### config.mk
export PLATFORM = sky130hd
export DESIGN_NAME = char_lcd_text_nibble_writer
export DESIGN_NICKNAME = d
export VERILOG_FILES = /design/src/clnw_pkg.sv /design/src/clnw_front.sv /design/src/clnw_fifo.sv /design/src/clnw_back.sv /design/src/char_lcd_text_nibble_writer.sv
export SDC_FILE = /design/constraint.sdc
export NUM_CORES = 1
export LEC_CHECK = 0
export BUFFER_PORTS_ARGS = -buffer_cell sky130_fd_sc_hd__buf_2
export CAP_MARGIN = 0
export CELL_PAD_IN_SITES_DETAIL_PLACEMENT = 1
export CELL_PAD_IN_SITES_GLOBAL_PLACEMENT = 1
export CORE_UTILIZATION = 50
export DETAILED_ROUTE_END_ITERATION = 7
export MAX_ROUTING_LAYER = met4
export PLACE_DENSITY_LB_ADDON = 0.15
export SYNTH_ARGS = -nofsm -noshare
export SYNTH_HDL_FRONTEND = slang
export SYNTH_SLANG_ARGS = --single-unit
export TNS_END_PERCENT = 100
### constraint.sdc
create_clock -name clock -period 6.85 [get_ports clock]
set_input_delay 0.685 -clock clock [delete_from_list [all_inputs] [get_ports clock]]
set_output_delay 0.685 -clock clock [all_outputs]
set_load 0.005 [all_outputs]
### src/clnw_pkg.sv
// ----------------------------------------------------------------------------
// clnw_pkg: shared types and constants of the character LCD nibble writer
// Job record passed from the front to the back, codes and address helpers.
// ----------------------------------------------------------------------------
package clnw_pkg;

   localparam int unsigned JOB_BYTES = 3;

   localparam logic [7:0] CHAR_NUL     = 8'h00;
   localparam logic [7:0] CHAR_NEWLINE = 8'h0A;
   localparam logic [7:0] CHAR_RETURN  = 8'h0D;
   localparam logic [7:0] SET_ADDRESS  = 8'h80;

   localparam logic RS_COMMAND = 1'b0;
   localparam logic RS_DATA    = 1'b1;

   localparam logic CSR_COLUMN_COUNT = 1'b0;
   localparam logic CSR_ROW_COUNT    = 1'b1;

   localparam logic [5:0] COLUMN_COUNT_RESET = 6'd16;
   localparam logic [2:0] ROW_COUNT_RESET    = 3'd2;

   localparam logic [3:0][6:0] LINE_OFFSET = {7'h54, 7'h14, 7'h40, 7'h00};

   typedef struct packed {
      logic [1:0]                     count;
      logic [JOB_BYTES-1:0]           rs;
      logic [JOB_BYTES-1:0][7:0]      data_bytes;
   } job_type;

   function automatic logic [1:0] fix_row(input logic [2:0] row, input logic [2:0] row_count);
      logic [1:0] res;
      if (row >= row_count || row > 3'd3) begin
         res = 2'd0;
      end else begin
         res = row[1:0];
      end
      return res;
   endfunction

   function automatic logic [7:0] set_address(input logic [5:0] col, input logic [1:0] row);
      logic [6:0] sum;
      sum = {1'b0, col} + LINE_OFFSET[row];
      return SET_ADDRESS | {1'b0, sum};
   endfunction

endpackage

### src/clnw_front.sv
// ----------------------------------------------------------------------------
// clnw_front: cursor tracking and byte planning
// Accepts text beats, moves the cursor and plans up to three bus bytes.
// ----------------------------------------------------------------------------
module clnw_front
   import clnw_pkg::*;
(
   input  logic          clock,
   input  logic          reset,
   input  logic          csr_we,
   input  logic          csr_index,
   input  logic [5:0]    csr_wdata,
   input  logic          accept,
   input  logic [7:0]    character,
   input  logic          string_start,
   input  logic [5:0]    start_column,
   input  logic [2:0]    start_row,
   output job_type       job,
   output logic          job_push
);

   logic [5:0] column_count_ff, column_count_in;
   logic [2:0] row_count_ff, row_count_in;
   logic [5:0] cursor_col_ff, cursor_col_in;
   logic [1:0] cursor_row_ff, cursor_row_in;
   logic [5:0] col;
   logic [1:0] row;
   logic [1:0] n;

   always_comb begin
      column_count_in = column_count_ff;
      row_count_in    = row_count_ff;
      if (csr_we) begin
         case (csr_index)
            CSR_COLUMN_COUNT: column_count_in = csr_wdata;
            CSR_ROW_COUNT:    row_count_in    = csr_wdata[2:0];
            default: ;
         endcase
      end
   end

   always_comb begin
      job = '0;
      col = cursor_col_ff;
      row = cursor_row_ff;
      n   = 2'd0;
      if (string_start) begin
         row = fix_row(start_row, row_count_ff);
         col = start_column;
         job.rs[n]         = RS_COMMAND;
         job.data_bytes[n] = set_address(col, row);
         n = n + 2'd1;
      end
      if (character != CHAR_NUL) begin
         // wrap before handling the byte
         if (col >= column_count_ff) begin
            row = fix_row(3'({1'b0, row} + 3'd1), row_count_ff);
            col = 6'd0;
            job.rs[n]         = RS_COMMAND;
            job.data_bytes[n] = set_address(col, row);
            n = n + 2'd1;
         end
         if (character == CHAR_NEWLINE) begin
            row = fix_row(3'({1'b0, row} + 3'd1), row_count_ff);
            job.rs[n]         = RS_COMMAND;
            job.data_bytes[n] = set_address(col, row);
            n = n + 2'd1;
         end else if (character == CHAR_RETURN) begin
            col = 6'd0;
            job.rs[n]         = RS_COMMAND;
            job.data_bytes[n] = set_address(col, row);
            n = n + 2'd1;
         end else begin
            job.rs[n]         = RS_DATA;
            job.data_bytes[n] = character;
            n = n + 2'd1;
            col = col + 6'd1;
         end
      end
      job.count = n;
      job_push  = accept && (n != 2'd0);
      cursor_col_in = accept ? col : cursor_col_ff;
      cursor_row_in = accept ? row : cursor_row_ff;
   end

   always_ff @(posedge clock) begin
      if (reset) begin
         column_count_ff <= COLUMN_COUNT_RESET;
         row_count_ff    <= ROW_COUNT_RESET;
         cursor_col_ff   <= '0;
         cursor_row_ff   <= '0;
      end else begin
         column_count_ff <= column_count_in;
         row_count_ff    <= row_count_in;
         cursor_col_ff   <= cursor_col_in;
         cursor_row_ff   <= cursor_row_in;
      end
   end

endmodule

### src/clnw_fifo.sv
// ----------------------------------------------------------------------------
// clnw_fifo: job queue
// Short queue of planned jobs between the front and the back.
// ----------------------------------------------------------------------------
module clnw_fifo
   import clnw_pkg::*;
#(
   parameter int unsigned DEPTH = 4
)
(
   input  logic     clock,
   input  logic     reset,
   input  logic     push,
   input  job_type  push_job,
   input  logic     pop,
   output job_type  head,
   output logic     full,
   output logic     empty
);

   localparam int unsigned PTR_W = $clog2(DEPTH);
   localparam int unsigned CNT_W = $clog2(DEPTH + 1);
   localparam logic [PTR_W-1:0] LAST_PTR = PTR_W'(DEPTH - 1);
   localparam logic [CNT_W-1:0] FULL_CNT = CNT_W'(DEPTH);

   job_type          slot_ff [DEPTH];
   logic [PTR_W-1:0] wr_ptr_ff, wr_ptr_in;
   logic [PTR_W-1:0] rd_ptr_ff, rd_ptr_in;
   logic [CNT_W-1:0] count_ff, count_in;

   assign full  = (count_ff == FULL_CNT);
   assign empty = (count_ff == '0);
   assign head  = slot_ff[rd_ptr_ff];

   always_comb begin
      wr_ptr_in = wr_ptr_ff;
      rd_ptr_in = rd_ptr_ff;
      count_in  = count_ff;
      if (push) begin
         wr_ptr_in = (wr_ptr_ff == LAST_PTR) ? '0 : wr_ptr_ff + PTR_W'(1);
      end
      if (pop) begin
         rd_ptr_in = (rd_ptr_ff == LAST_PTR) ? '0 : rd_ptr_ff + PTR_W'(1);
      end
      if (push && !pop) begin
         count_in = count_ff + CNT_W'(1);
      end else if (pop && !push) begin
         count_in = count_ff - CNT_W'(1);
      end
   end

   always_ff @(posedge clock) begin
      if (reset) begin
         wr_ptr_ff <= '0;
         rd_ptr_ff <= '0;
         count_ff  <= '0;
      end else begin
         wr_ptr_ff <= wr_ptr_in;
         rd_ptr_ff <= rd_ptr_in;
         count_ff  <= count_in;
      end
   end

   always_ff @(posedge clock) begin
      if (push) begin
         slot_ff[wr_ptr_ff] <= push_job;
      end
   end

   a_no_push_full: assert property (@(posedge clock) disable iff (reset)
      full |-> !push) else $error("push into full job queue");
   a_no_pop_empty: assert property (@(posedge clock) disable iff (reset)
      empty |-> !pop) else $error("pop from empty job queue");
   a_count_bound: assert property (@(posedge clock) disable iff (reset)
      count_ff <= FULL_CNT) else $error("job queue count past depth");

endmodule

### src/clnw_back.sv
// ----------------------------------------------------------------------------
// clnw_back: nibble sequencer
// Walks the head job byte by byte, high nibble first, into the output beat.
// ----------------------------------------------------------------------------
module clnw_back
   import clnw_pkg::*;
(
   input  logic          clock,
   input  logic          reset,
   input  job_type       head,
   input  logic          empty,
   output logic          pop,
   output logic          rsp_tvalid,
   input  logic          rsp_tready,
   output logic [3:0]    rsp_nibble,
   output logic          rsp_rs,
   output logic          rsp_tlast
);

   logic       valid_ff, valid_in;
   logic [3:0] nibble_ff;
   logic       rs_ff;
   logic       last_ff;
   logic [1:0] idx_ff, idx_in;
   logic       half_ff, half_in;
   logic       emit;
   logic       last;
   logic [7:0] cur_byte;
   logic [1:0] final_idx;

   assign final_idx = head.count - 2'd1;

   always_comb begin
      emit     = !empty && (!valid_ff || rsp_tready);
      cur_byte = head.data_bytes[idx_ff];
      last     = half_ff && (idx_ff == final_idx);
      pop      = emit && last;
      valid_in = emit ? 1'b1 : (rsp_tready ? 1'b0 : valid_ff);
      idx_in   = idx_ff;
      half_in  = half_ff;
      if (emit) begin
         if (last) begin
            idx_in  = 2'd0;
            half_in = 1'b0;
         end else if (half_ff) begin
            idx_in  = idx_ff + 2'd1;
            half_in = 1'b0;
         end else begin
            half_in = 1'b1;
         end
      end
   end

   always_ff @(posedge clock) begin
      if (reset) begin
         valid_ff <= 1'b0;
         idx_ff   <= '0;
         half_ff  <= 1'b0;
      end else begin
         valid_ff <= valid_in;
         idx_ff   <= idx_in;
         half_ff  <= half_in;
      end
   end

   always_ff @(posedge clock) begin
      if (emit) begin
         nibble_ff <= half_ff ? cur_byte[3:0] : cur_byte[7:4];
         rs_ff     <= head.rs[idx_ff];
         last_ff   <= last;
      end
   end

   assign rsp_tvalid = valid_ff;
   assign rsp_nibble = nibble_ff;
   assign rsp_rs     = rs_ff;
   assign rsp_tlast  = last_ff;

   a_pop_rewinds: assert property (@(posedge clock) disable iff (reset)
      pop |=> (idx_ff == 2'd0) && !half_ff) else $error("sequencer not rewound after pop");
   a_idx_in_job: assert property (@(posedge clock) disable iff (reset)
      !empty |-> idx_ff <= final_idx) else $error("byte index past job length");
   a_emit_fills: assert property (@(posedge clock) disable iff (reset)
      emit |=> valid_ff) else $error("emitted nibble not held in output");

endmodule

### src/char_lcd_text_nibble_writer.sv
// ----------------------------------------------------------------------------
// char_lcd_text_nibble_writer: text to 4-bit character LCD bus writes
// Tracks the cursor and turns text bytes into tagged nibble beats.
// ----------------------------------------------------------------------------
// A text beat is taken whenever the job queue has room, so beats may arrive
// back to back. Each beat yields 0 to 6 nibble beats: a displayed
// character gives 2, and each set-address command (string start, wrap,
// newline, carriage return) adds 2. The nibble sequencer sends one nibble
// per cycle while rsp_tready is high and a job is queued; QUEUE_DEPTH
// planned beats are buffered between the cursor logic and the sequencer.
// Configuration takes effect for beats accepted after the write.
module char_lcd_text_nibble_writer
   import clnw_pkg::*;
#(
   parameter int unsigned QUEUE_DEPTH = 4
)
(
   input  logic          clock,
   input  logic          reset,
   input  logic          csr_we,
   input  logic          csr_index,
   input  logic [5:0]    csr_wdata,
   input  logic          req_tvalid,
   output logic          req_tready,
   // character[7:0], string_start[8], start_column[14:9], start_row[17:15]
   input  logic [23:0]   req_tdata,
   output logic          rsp_tvalid,
   input  logic          rsp_tready,
   // nibble[3:0]
   output logic [7:0]    rsp_tdata,
   // register_select[0]
   output logic          rsp_tuser,
   output logic          rsp_tlast
);

   job_type    job;
   job_type    head;
   logic       job_push;
   logic       pop;
   logic       full;
   logic       empty;
   logic       accept;
   logic [3:0] nibble;

   assign req_tready = !full;
   assign accept     = req_tvalid && req_tready;

   clnw_front u_front (
      .clock        (clock),
      .reset        (reset),
      .csr_we       (csr_we),
      .csr_index    (csr_index),
      .csr_wdata    (csr_wdata),
      .accept       (accept),
      .character    (req_tdata[7:0]),
      .string_start (req_tdata[8]),
      .start_column (req_tdata[14:9]),
      .start_row    (req_tdata[17:15]),
      .job          (job),
      .job_push     (job_push)
   );

   clnw_fifo #(.DEPTH(QUEUE_DEPTH)) u_fifo (
      .clock    (clock),
      .reset    (reset),
      .push     (job_push),
      .push_job (job),
      .pop      (pop),
      .head     (head),
      .full     (full),
      .empty    (empty)
   );

   clnw_back u_back (
      .clock      (clock),
      .reset      (reset),
      .head       (head),
      .empty      (empty),
      .pop        (pop),
      .rsp_tvalid (rsp_tvalid),
      .rsp_tready (rsp_tready),
      .rsp_nibble (nibble),
      .rsp_rs     (rsp_tuser),
      .rsp_tlast  (rsp_tlast)
   );

   assign rsp_tdata = {4'd0, nibble};

endmodule
==> results_dict.tcl, run 1 <==
set metrics [dict create \
    seqCellArea_mm2 0.00427 \
    synth_ff_type "edfxtp_1" \
    antenna_found_initial 0 \
    path_cells "inv_1 > ha_1 > a211oi_1 > o2111ai_1 > nand2_1 > ha_1 > ha_1 > o21ai_0 > a21oi_1 > nor4bb_1 > a21o_1 > ha_1 > ha_1 > a21o_1 > a21oi_1 > and2_1 > ha_1 > and2_1 > a211oi_1 > a31oi_1 > o2bb2ai_1 > a21oi_1 > o21ai_0" \
    rsz0062_at_grt "false" \
    tritoncts "built" \
    synth_seq_area_share 0.559 \
    path_common_cell "ha_1" \
    crit_family "compound AO/OA/AOI/OAI gates" \
    grt_max_degree 30 \
    chipHeight_um 125 \
    post_cts_buffers 0 \
    fin_skew_ns 0.00657 \
    async_flop_share 0 \
    slew-limit-headroom 0.492 \
    path_max_fanout 7 \
    critPathKind "register to register" \
    place_congestion 0.894 \
    grt_pass1_wl_um 30900 \
    path_clk_slew_ns 0.06 \
    p_per_area_mw_per_mm2 342 \
    drtIter0Drc 326 \
    clkLatencyLatePin_ns 0.43 \
    endpoint_kind "register" \
    multi_input_area_mm2 0.00311 \
    required_ns 7.01 \
    fp-row-count 44 \
    fin_crit_ns 6.36 \
    yosysUniqueCellTypes 72 \
    worstMarginPinSlew_ns 0.762 \
    p_total_mw 2.92 \
    clk_path_buf_depth 2 \
    finalCritPeriodShare 0.929 \
    first_pass_iters 4 \
    grt_pass1_vias 5549 \
    nets 717 \
    fmax_mhz 157 \
    io_buffers 37 \
    cp_num_buf_inv 1 \
    cp_slowest_cell "nor4bb_1" \
    status "finished clean" \
    cts_resized 0 \
    grt_overflow 0 \
    avgSynthCellArea_um2 12.6 \
    drive_gt1_frac 0.186 \
    dieArea_mm2 0.0157 \
    diodes 0 \
    hpwl_um 13400 \
    dieWidth_um 125 \
    wl_per_cell_um 23.3 \
    clock_sinks 152 \
    setup_viol 0 \
    holdBufCountCts 0 \
    muxShareOfSynthArea 0.118 \
    avgViaCountPerCell 6.15 \
    p_leak_nw 3.23 \
    slowest_delay_ns 0.54 \
    fin_tns_setup_ns 0 \
    synth_top_family_by_area "multiplexers" \
    track_usage 0.273 \
    netlist_area_mm2 0.00762 \
    syn2layout_area_growth_pct 11.9 \
    wl_um 19600 \
    ios 48 \
    synth_fa_ha_area_frac 0.0601 \
    dr_total_vias 5172 \
    vdd_drop_max_mv 0.191 \
    synth-edff-count 122 \
    cts-root-buf "clkbuf_16" \
    final_antenna_net_count 0 \
    design.core.area_mm2 0.0147 \
    cts_max_level 4 \
    hold_path_class "input pin to register" \
    final_hold_viol_count 0 \
    synth-simple-area-share 0.105 \
    start_util 0.519 \
    synth_warnings 0 \
    synth_seq_cells 152 \
    drv_slew 0 \
    drcViolationCount 0 \
    yosys.area_share.xor_xnor 0.0102 \
    max-cap-violations 0 \
    cts_made_buffers 17 \
    cp_data_arrival_time_ns 6.52 \
    synth_cells 604 \
    fillers 1465 \
    synth_compound_area_frac 0.112 \
    worst_setup_path_start_kind "register" \
]
## cells in the mapped netlist (5+ instances only)
| cell type | number | share of area |
|---|---|---|
| edfxtp_1 | 122 | 0.48 |
| nor2_1 | 57 | 0.028 |
| nand2_1 | 39 | 0.019 |
| ha_1 | 35 | 0.057 |
| inv_1 | 31 | 0.015 |
| a21oi_1 | 30 | 0.020 |
| dfxtp_1 | 30 | 0.079 |
| mux4_2 | 28 | 0.083 |
| mux2i_1 | 22 | 0.029 |
| clkbuf_1 | 17 | 0.0084 |
| and2_1 | 14 | 0.011 |
| o21ai_0 | 14 | 0.0092 |
| nor3_1 | 13 | 0.0085 |
| a211oi_1 | 11 | 0.011 |
| nand3_1 | 11 | 0.0072 |
| o21a_1 | 8 | 0.0079 |
| o21ai_1 | 8 | 0.0053 |
| a31oi_1 | 7 | 0.0057 |
| o22ai_1 | 6 | 0.0049 |
| a21o_1 | 5 | 0.0049 |
| buf_2 | 5 | 0.0033 |
## state kept, by name, indices dropped and copies added, names as in the netlist, named ones only
name	flops
u_front.row_count_ff	3
u_fifo.slot_ff	116
u_fifo.count_ff	3
u_back.rsp_nibble	4
u_front.cursor_row_ff	2
u_front.cursor_col_ff	6
u_back.rsp_rs	1
u_fifo.wr_ptr_ff	2
u_back.rsp_tvalid	1
u_fifo.rd_ptr_ff	2
u_back.rsp_tlast	1
u_front.column_count_ff	6
u_back.half_ff	1
u_back.idx_ff	2
## layout make-up
type / count / share of cell area
flip-flops and latches: 152 / 0.500
multi-input cells: 392 / 0.364
clock buffers: 19 / 0.0507
repair buffers: 48 / 0.0314
well taps: 184 / 0.0270
inverters: 34 / 0.0150
clock inverters: 12 / 0.0122
## layout by cell type, fill, tap and decap left out, types with 3 or more instances in the layout
cell type / netlist / final
mux4_2: 28 / 28
o22ai_1: 6 / 6
and3_1: 4 / 4
o2bb2ai_1: 4 / 4
inv_1: 31 / 31
nor3_1: 13 / 13
nor2_1: 57 / 57
edfxtp_1: 122 / 122
xor2_1: 4 / 4
and2_1: 14 / 14
dfxtp_1: 30 / 29
o211ai_1: 3 / 3
o21a_1: 8 / 8
mux2i_1: 22 / 22
nand4_1: 3 / 3
clkinv_2: 0 / 5
ha_1: 35 / 35
a221oi_1: 3 / 3
a31oi_1: 7 / 7
o21ai_1: 8 / 8
buf_2: 5 / 37
o21ai_0: 14 / 14
nand2_1: 39 / 39
a21o_1: 5 / 5
a21oi_1: 30 / 30
conb_1: 1 / 4
inv_2: 3 / 3
nand3_1: 11 / 11
a211oi_1: 11 / 11
o221ai_1: 4 / 4
xnor2_1: 3 / 3
nor4_1: 3 / 3
clkbuf_16: 0 / 17
clkinvlp_4: 0 / 3
nor2b_1: 4 / 4
buf_4: 4 / 11
## per-layer routing
layer	share of wire	track usage	vias to the layer above
met3	0.042	0.0436	28
met1	0.43	0.329	2650
met5	0	-	-
li1	-	-	2375
met2	0.51	0.466	119
met4	0.015	0.0925	0
## cells by family (layout without fill, tap and decap cells)
logic type / Yosys count / count (layout)
buffers and inverters: 63 / 113
xor gates and xnor gates: 8 / 8
and+or+nand+nor: 165 / 165
DFF: 152 / 152
AOI/OAI and AO/OA: 126 / 126
adders and majority gates: 36 / 36
other: 1 / 4
muxes: 53 / 53
## final timing paths
kind | from | end | slack [ns] | cells after the start
setup / recovery | u_front.row_count_ff[2] | u_fifo.slot_ff[1][5] | 0.49 | 23
hold / removal | csr_wdata[4] | u_front.column_count_ff[4] | 0.46 | 2
setup reg to reg | u_front.row_count_ff[2] | u_fifo.slot_ff[1][5] | 0.49 | 23
hold reg to reg | u_front.row_count_ff[2] | u_front.row_count_ff[2] | 0.46 | 2
## power by group
part	internal, mW	total [mW]	switching, mW
Combinational	0.305	0.781	0.476
Sequential	1.20	1.26	0.0639
Clock	0.495	0.873	0.378
Total	2.00	2.92	0.917
## per-stage QoR
step	util	worst slack (ns)	std cells	instance area [um2]	hold slack [ns]
4_1_cts	0.581	0.469	841	8530	0.450
3_5_place_dp	0.544	0.112	810	8000	0.457
2_1_floorplan	-	1.25	607	7640	0.435
3_3_place_gp	0.544	0.390	810	8000	0.446
6_report	0.581	0.487	841	8530	0.460
5_1_grt	0.581	0.0486	841	8530	0.464
No activity file was read; power rests on OpenSTA's default activity.
==> run 2: changes to the inputs <==
--- a/config.mk
+++ b/config.mk
@@ -12,7 +12,7 @@
 export CORE_UTILIZATION = 50
 export DETAILED_ROUTE_END_ITERATION = 7
 export MAX_ROUTING_LAYER = met4
-export PLACE_DENSITY_LB_ADDON = 0.15
+export PLACE_DENSITY = 0.79
 export SYNTH_ARGS = -nofsm -noshare
 export SYNTH_HDL_FRONTEND = slang
 export SYNTH_SLANG_ARGS = --single-unit
==> run 2 against run 1 <==
The flow now finishes with violations (design-rule violations). Clock power increased by 14%. Routed wire length about the same. Die area unchanged. Via count increased by 1.4%. Setup slack improved by 0.14 ns. Sequential power about the same.
==> results_dict.tcl, run 2 (synthesis results as in run 1) <==
set metrics [dict create \
    cp-startpoint "u_front.row_count_ff[2]" \
    hpwl_um 13300 \
    drcViolationCount 2 \
    drive_gt1_frac 0.186 \
    io_buffers 37 \
    reg.largest.list "u_fifo.slot_ff (116), u_front.column_count_ff (6), u_front.cursor_col_ff (6)" \
    cts_resized 0 \
    p_total_mw 3.04 \
    final_hold_viol_count 0 \
    p_per_area_mw_per_mm2 353 \
    p_sw_uw 924 \
    grt_pass1_vias 5688 \
    holdCritStartpoint "csr_wdata[4]" \
    utilization 0.586 \
    nets 715 \
    cts-root-buf "clkbuf_16" \
    seq_power_share 0.417 \
    r2r_cells 23 \
    clkLatencyLatePin_ns 0.43 \
    worstMarginPinSlew_ns 0.883 \
    setup_viol 0 \
    cts_max_level 4 \
    wl_um 19600 \
    combPwrFrac 0.256 \
    path_clk_slew_ns 0.07 \
    drv_slew 0 \
    layout_commonest_cell "edfxtp_1" \
    endpoint_kind "register" \
    fin_tns_setup_ns 0 \
    worst_setup_path_start_kind "register" \
    intPower_mw 2.11 \
    largest_reg_flops 116 \
    start_util 0.519 \
    status "finished with violations" \
    diodes 0 \
    r2r_end "u_fifo.slot_ff[0][5]" \
    cts_made_buffers 17 \
    ios 48 \
    dieWidth_um 125 \
    avgViaCountPerCell 6.24 \
    required_ns 7.02 \
    chipHeight_um 125 \
    dr_total_vias 5244 \
    grt_max_degree 30 \
    wl_per_cell_um 23.4 \
    rr_startpoint "u_front.row_count_ff[2]" \
    hold-path-endpoint "u_front.column_count_ff[4]" \
    syn2layout_area_growth_pct 12.9 \
    clk_path_buf_depth 2 \
    post_cts_buffers 0 \
    place_congestion 0.899 \
    r2r_setup_slack_ns 0.63 \
    violations "design-rule violations" \
    cp_data_arrival_time_ns 6.39 \
    critPathKind "register to register" \
    p_leak_nw 3.26 \
    path_max_fanout 7 \
    first_pass_iters 6 \
    drtIter0Drc 424 \
    grt_pass1_wl_um 32000 \
    hold_path_class "input pin to register" \
    vdd_drop_max_mv 0.333 \
    whs_path_depth 2 \
    finalCritPeriodShare 0.909 \
    rsz0062_at_grt "false" \
    final_antenna_net_count 0 \
    design.core.area_mm2 0.0147 \
    antenna_found_initial 0 \
    fin_skew_ns 0.0103 \
    fmax_mhz 161 \
    track_usage 0.282 \
    fp-row-count 44 \
    holdBufCountCts 0 \
    layout_common_cells "edfxtp_1 (122), nor2_1 (57), nand2_1 (39), buf_2 (37), ha_1 (35)" \
    max-cap-violations 0 \
    clock_sinks 152 \
    fillers 1460 \
    grt_overflow 0 \
    clkPwrFrac 0.327 \
    regMostFlops "u_fifo.slot_ff" \
    fin_crit_ns 6.22 \
    netSwitchingFraction 0.304 \
    slew-limit-headroom 0.396 \
    tritoncts "built" \
    dieArea_mm2 0.0157 \
]
[run 2: metal layers]
metal  vias to the layer above  track usage  wire, um
li1                       2375            -         -
met1                      2641        0.342      8250
met2                       185        0.465      9820
met3                        43       0.0569      1140
met4                         0        0.106       431
met5                         -            -         0
[run 2: worst max-delay path by stage]
stage,endpoint,slack (ns)
2_1_floorplan,u_fifo.slot_ff[0][22],1.25
3_3_place_gp,u_fifo.slot_ff[2][22],0.55
3_5_place_dp,u_fifo.slot_ff[1][22],0.44
4_1_cts,u_fifo.slot_ff[0][5],0.70
5_1_grt,u_fifo.slot_ff[3][5],0.04
6_report,u_fifo.slot_ff[0][5],0.63
[run 2: per-stage QoR]
| step | cell area [um2] | std cells | setup WS [ns] | hold WS (ns) |
|---|---|---|---|---|
| floorplan | 7640 | 607 | 1.25 | 0.435 |
| global placement | 7980 | 808 | 0.552 | 0.450 |
| detailed placement | 7980 | 808 | 0.435 | 0.463 |
| CTS | 8610 | 840 | 0.703 | 0.436 |
| global route | 8610 | 840 | 0.0381 | 0.453 |
| finish | 8610 | 840 | 0.625 | 0.447 |
[run 2: power by group through the flow]
stage               sequential, mW  combinational (mW)  clock (mW)
floorplan                     1.26               0.533           0
global placement              1.27               0.723           0
detailed placement            1.28               0.767           0
CTS                           1.27               0.781        1.01
global route                  1.28               0.857        1.04
finish                        1.27               0.777       0.993
[run 2: layout make-up]
class                           instances  area (um2)  share of cell area
Tap cell                              184         230              0.0267
Clock inverter                         15         200              0.0233
Sequential cell                       152        4270               0.496
Clock buffer                           17         425              0.0494
Inverter                               34         128              0.0148
Timing Repair Buffer                   46         253              0.0294
Multi-Input combinational cell        392        3110               0.361
[run 2: worst max-delay path, cell delays in order, from the launching register on]
cell and delay (ns):
dfxtp_1 0.34, inv_1 0.09, ha_1 0.29, a211oi_1 0.28
o2111ai_1 0.23, nand2_1 0.27, ha_1 0.35, ha_1 0.30
o21ai_0 0.14, a21oi_1 0.09, nor4bb_1 0.55, a21o_1 0.26
ha_1 0.29, ha_1 0.29, a21o_1 0.19, a21oi_1 0.21
and2_1 0.19, ha_1 0.27, and2_1 0.17, a211oi_1 0.23
a31oi_1 0.07, o2bb2ai_1 0.20, a21oi_1 0.18, o21ai_0 0.47
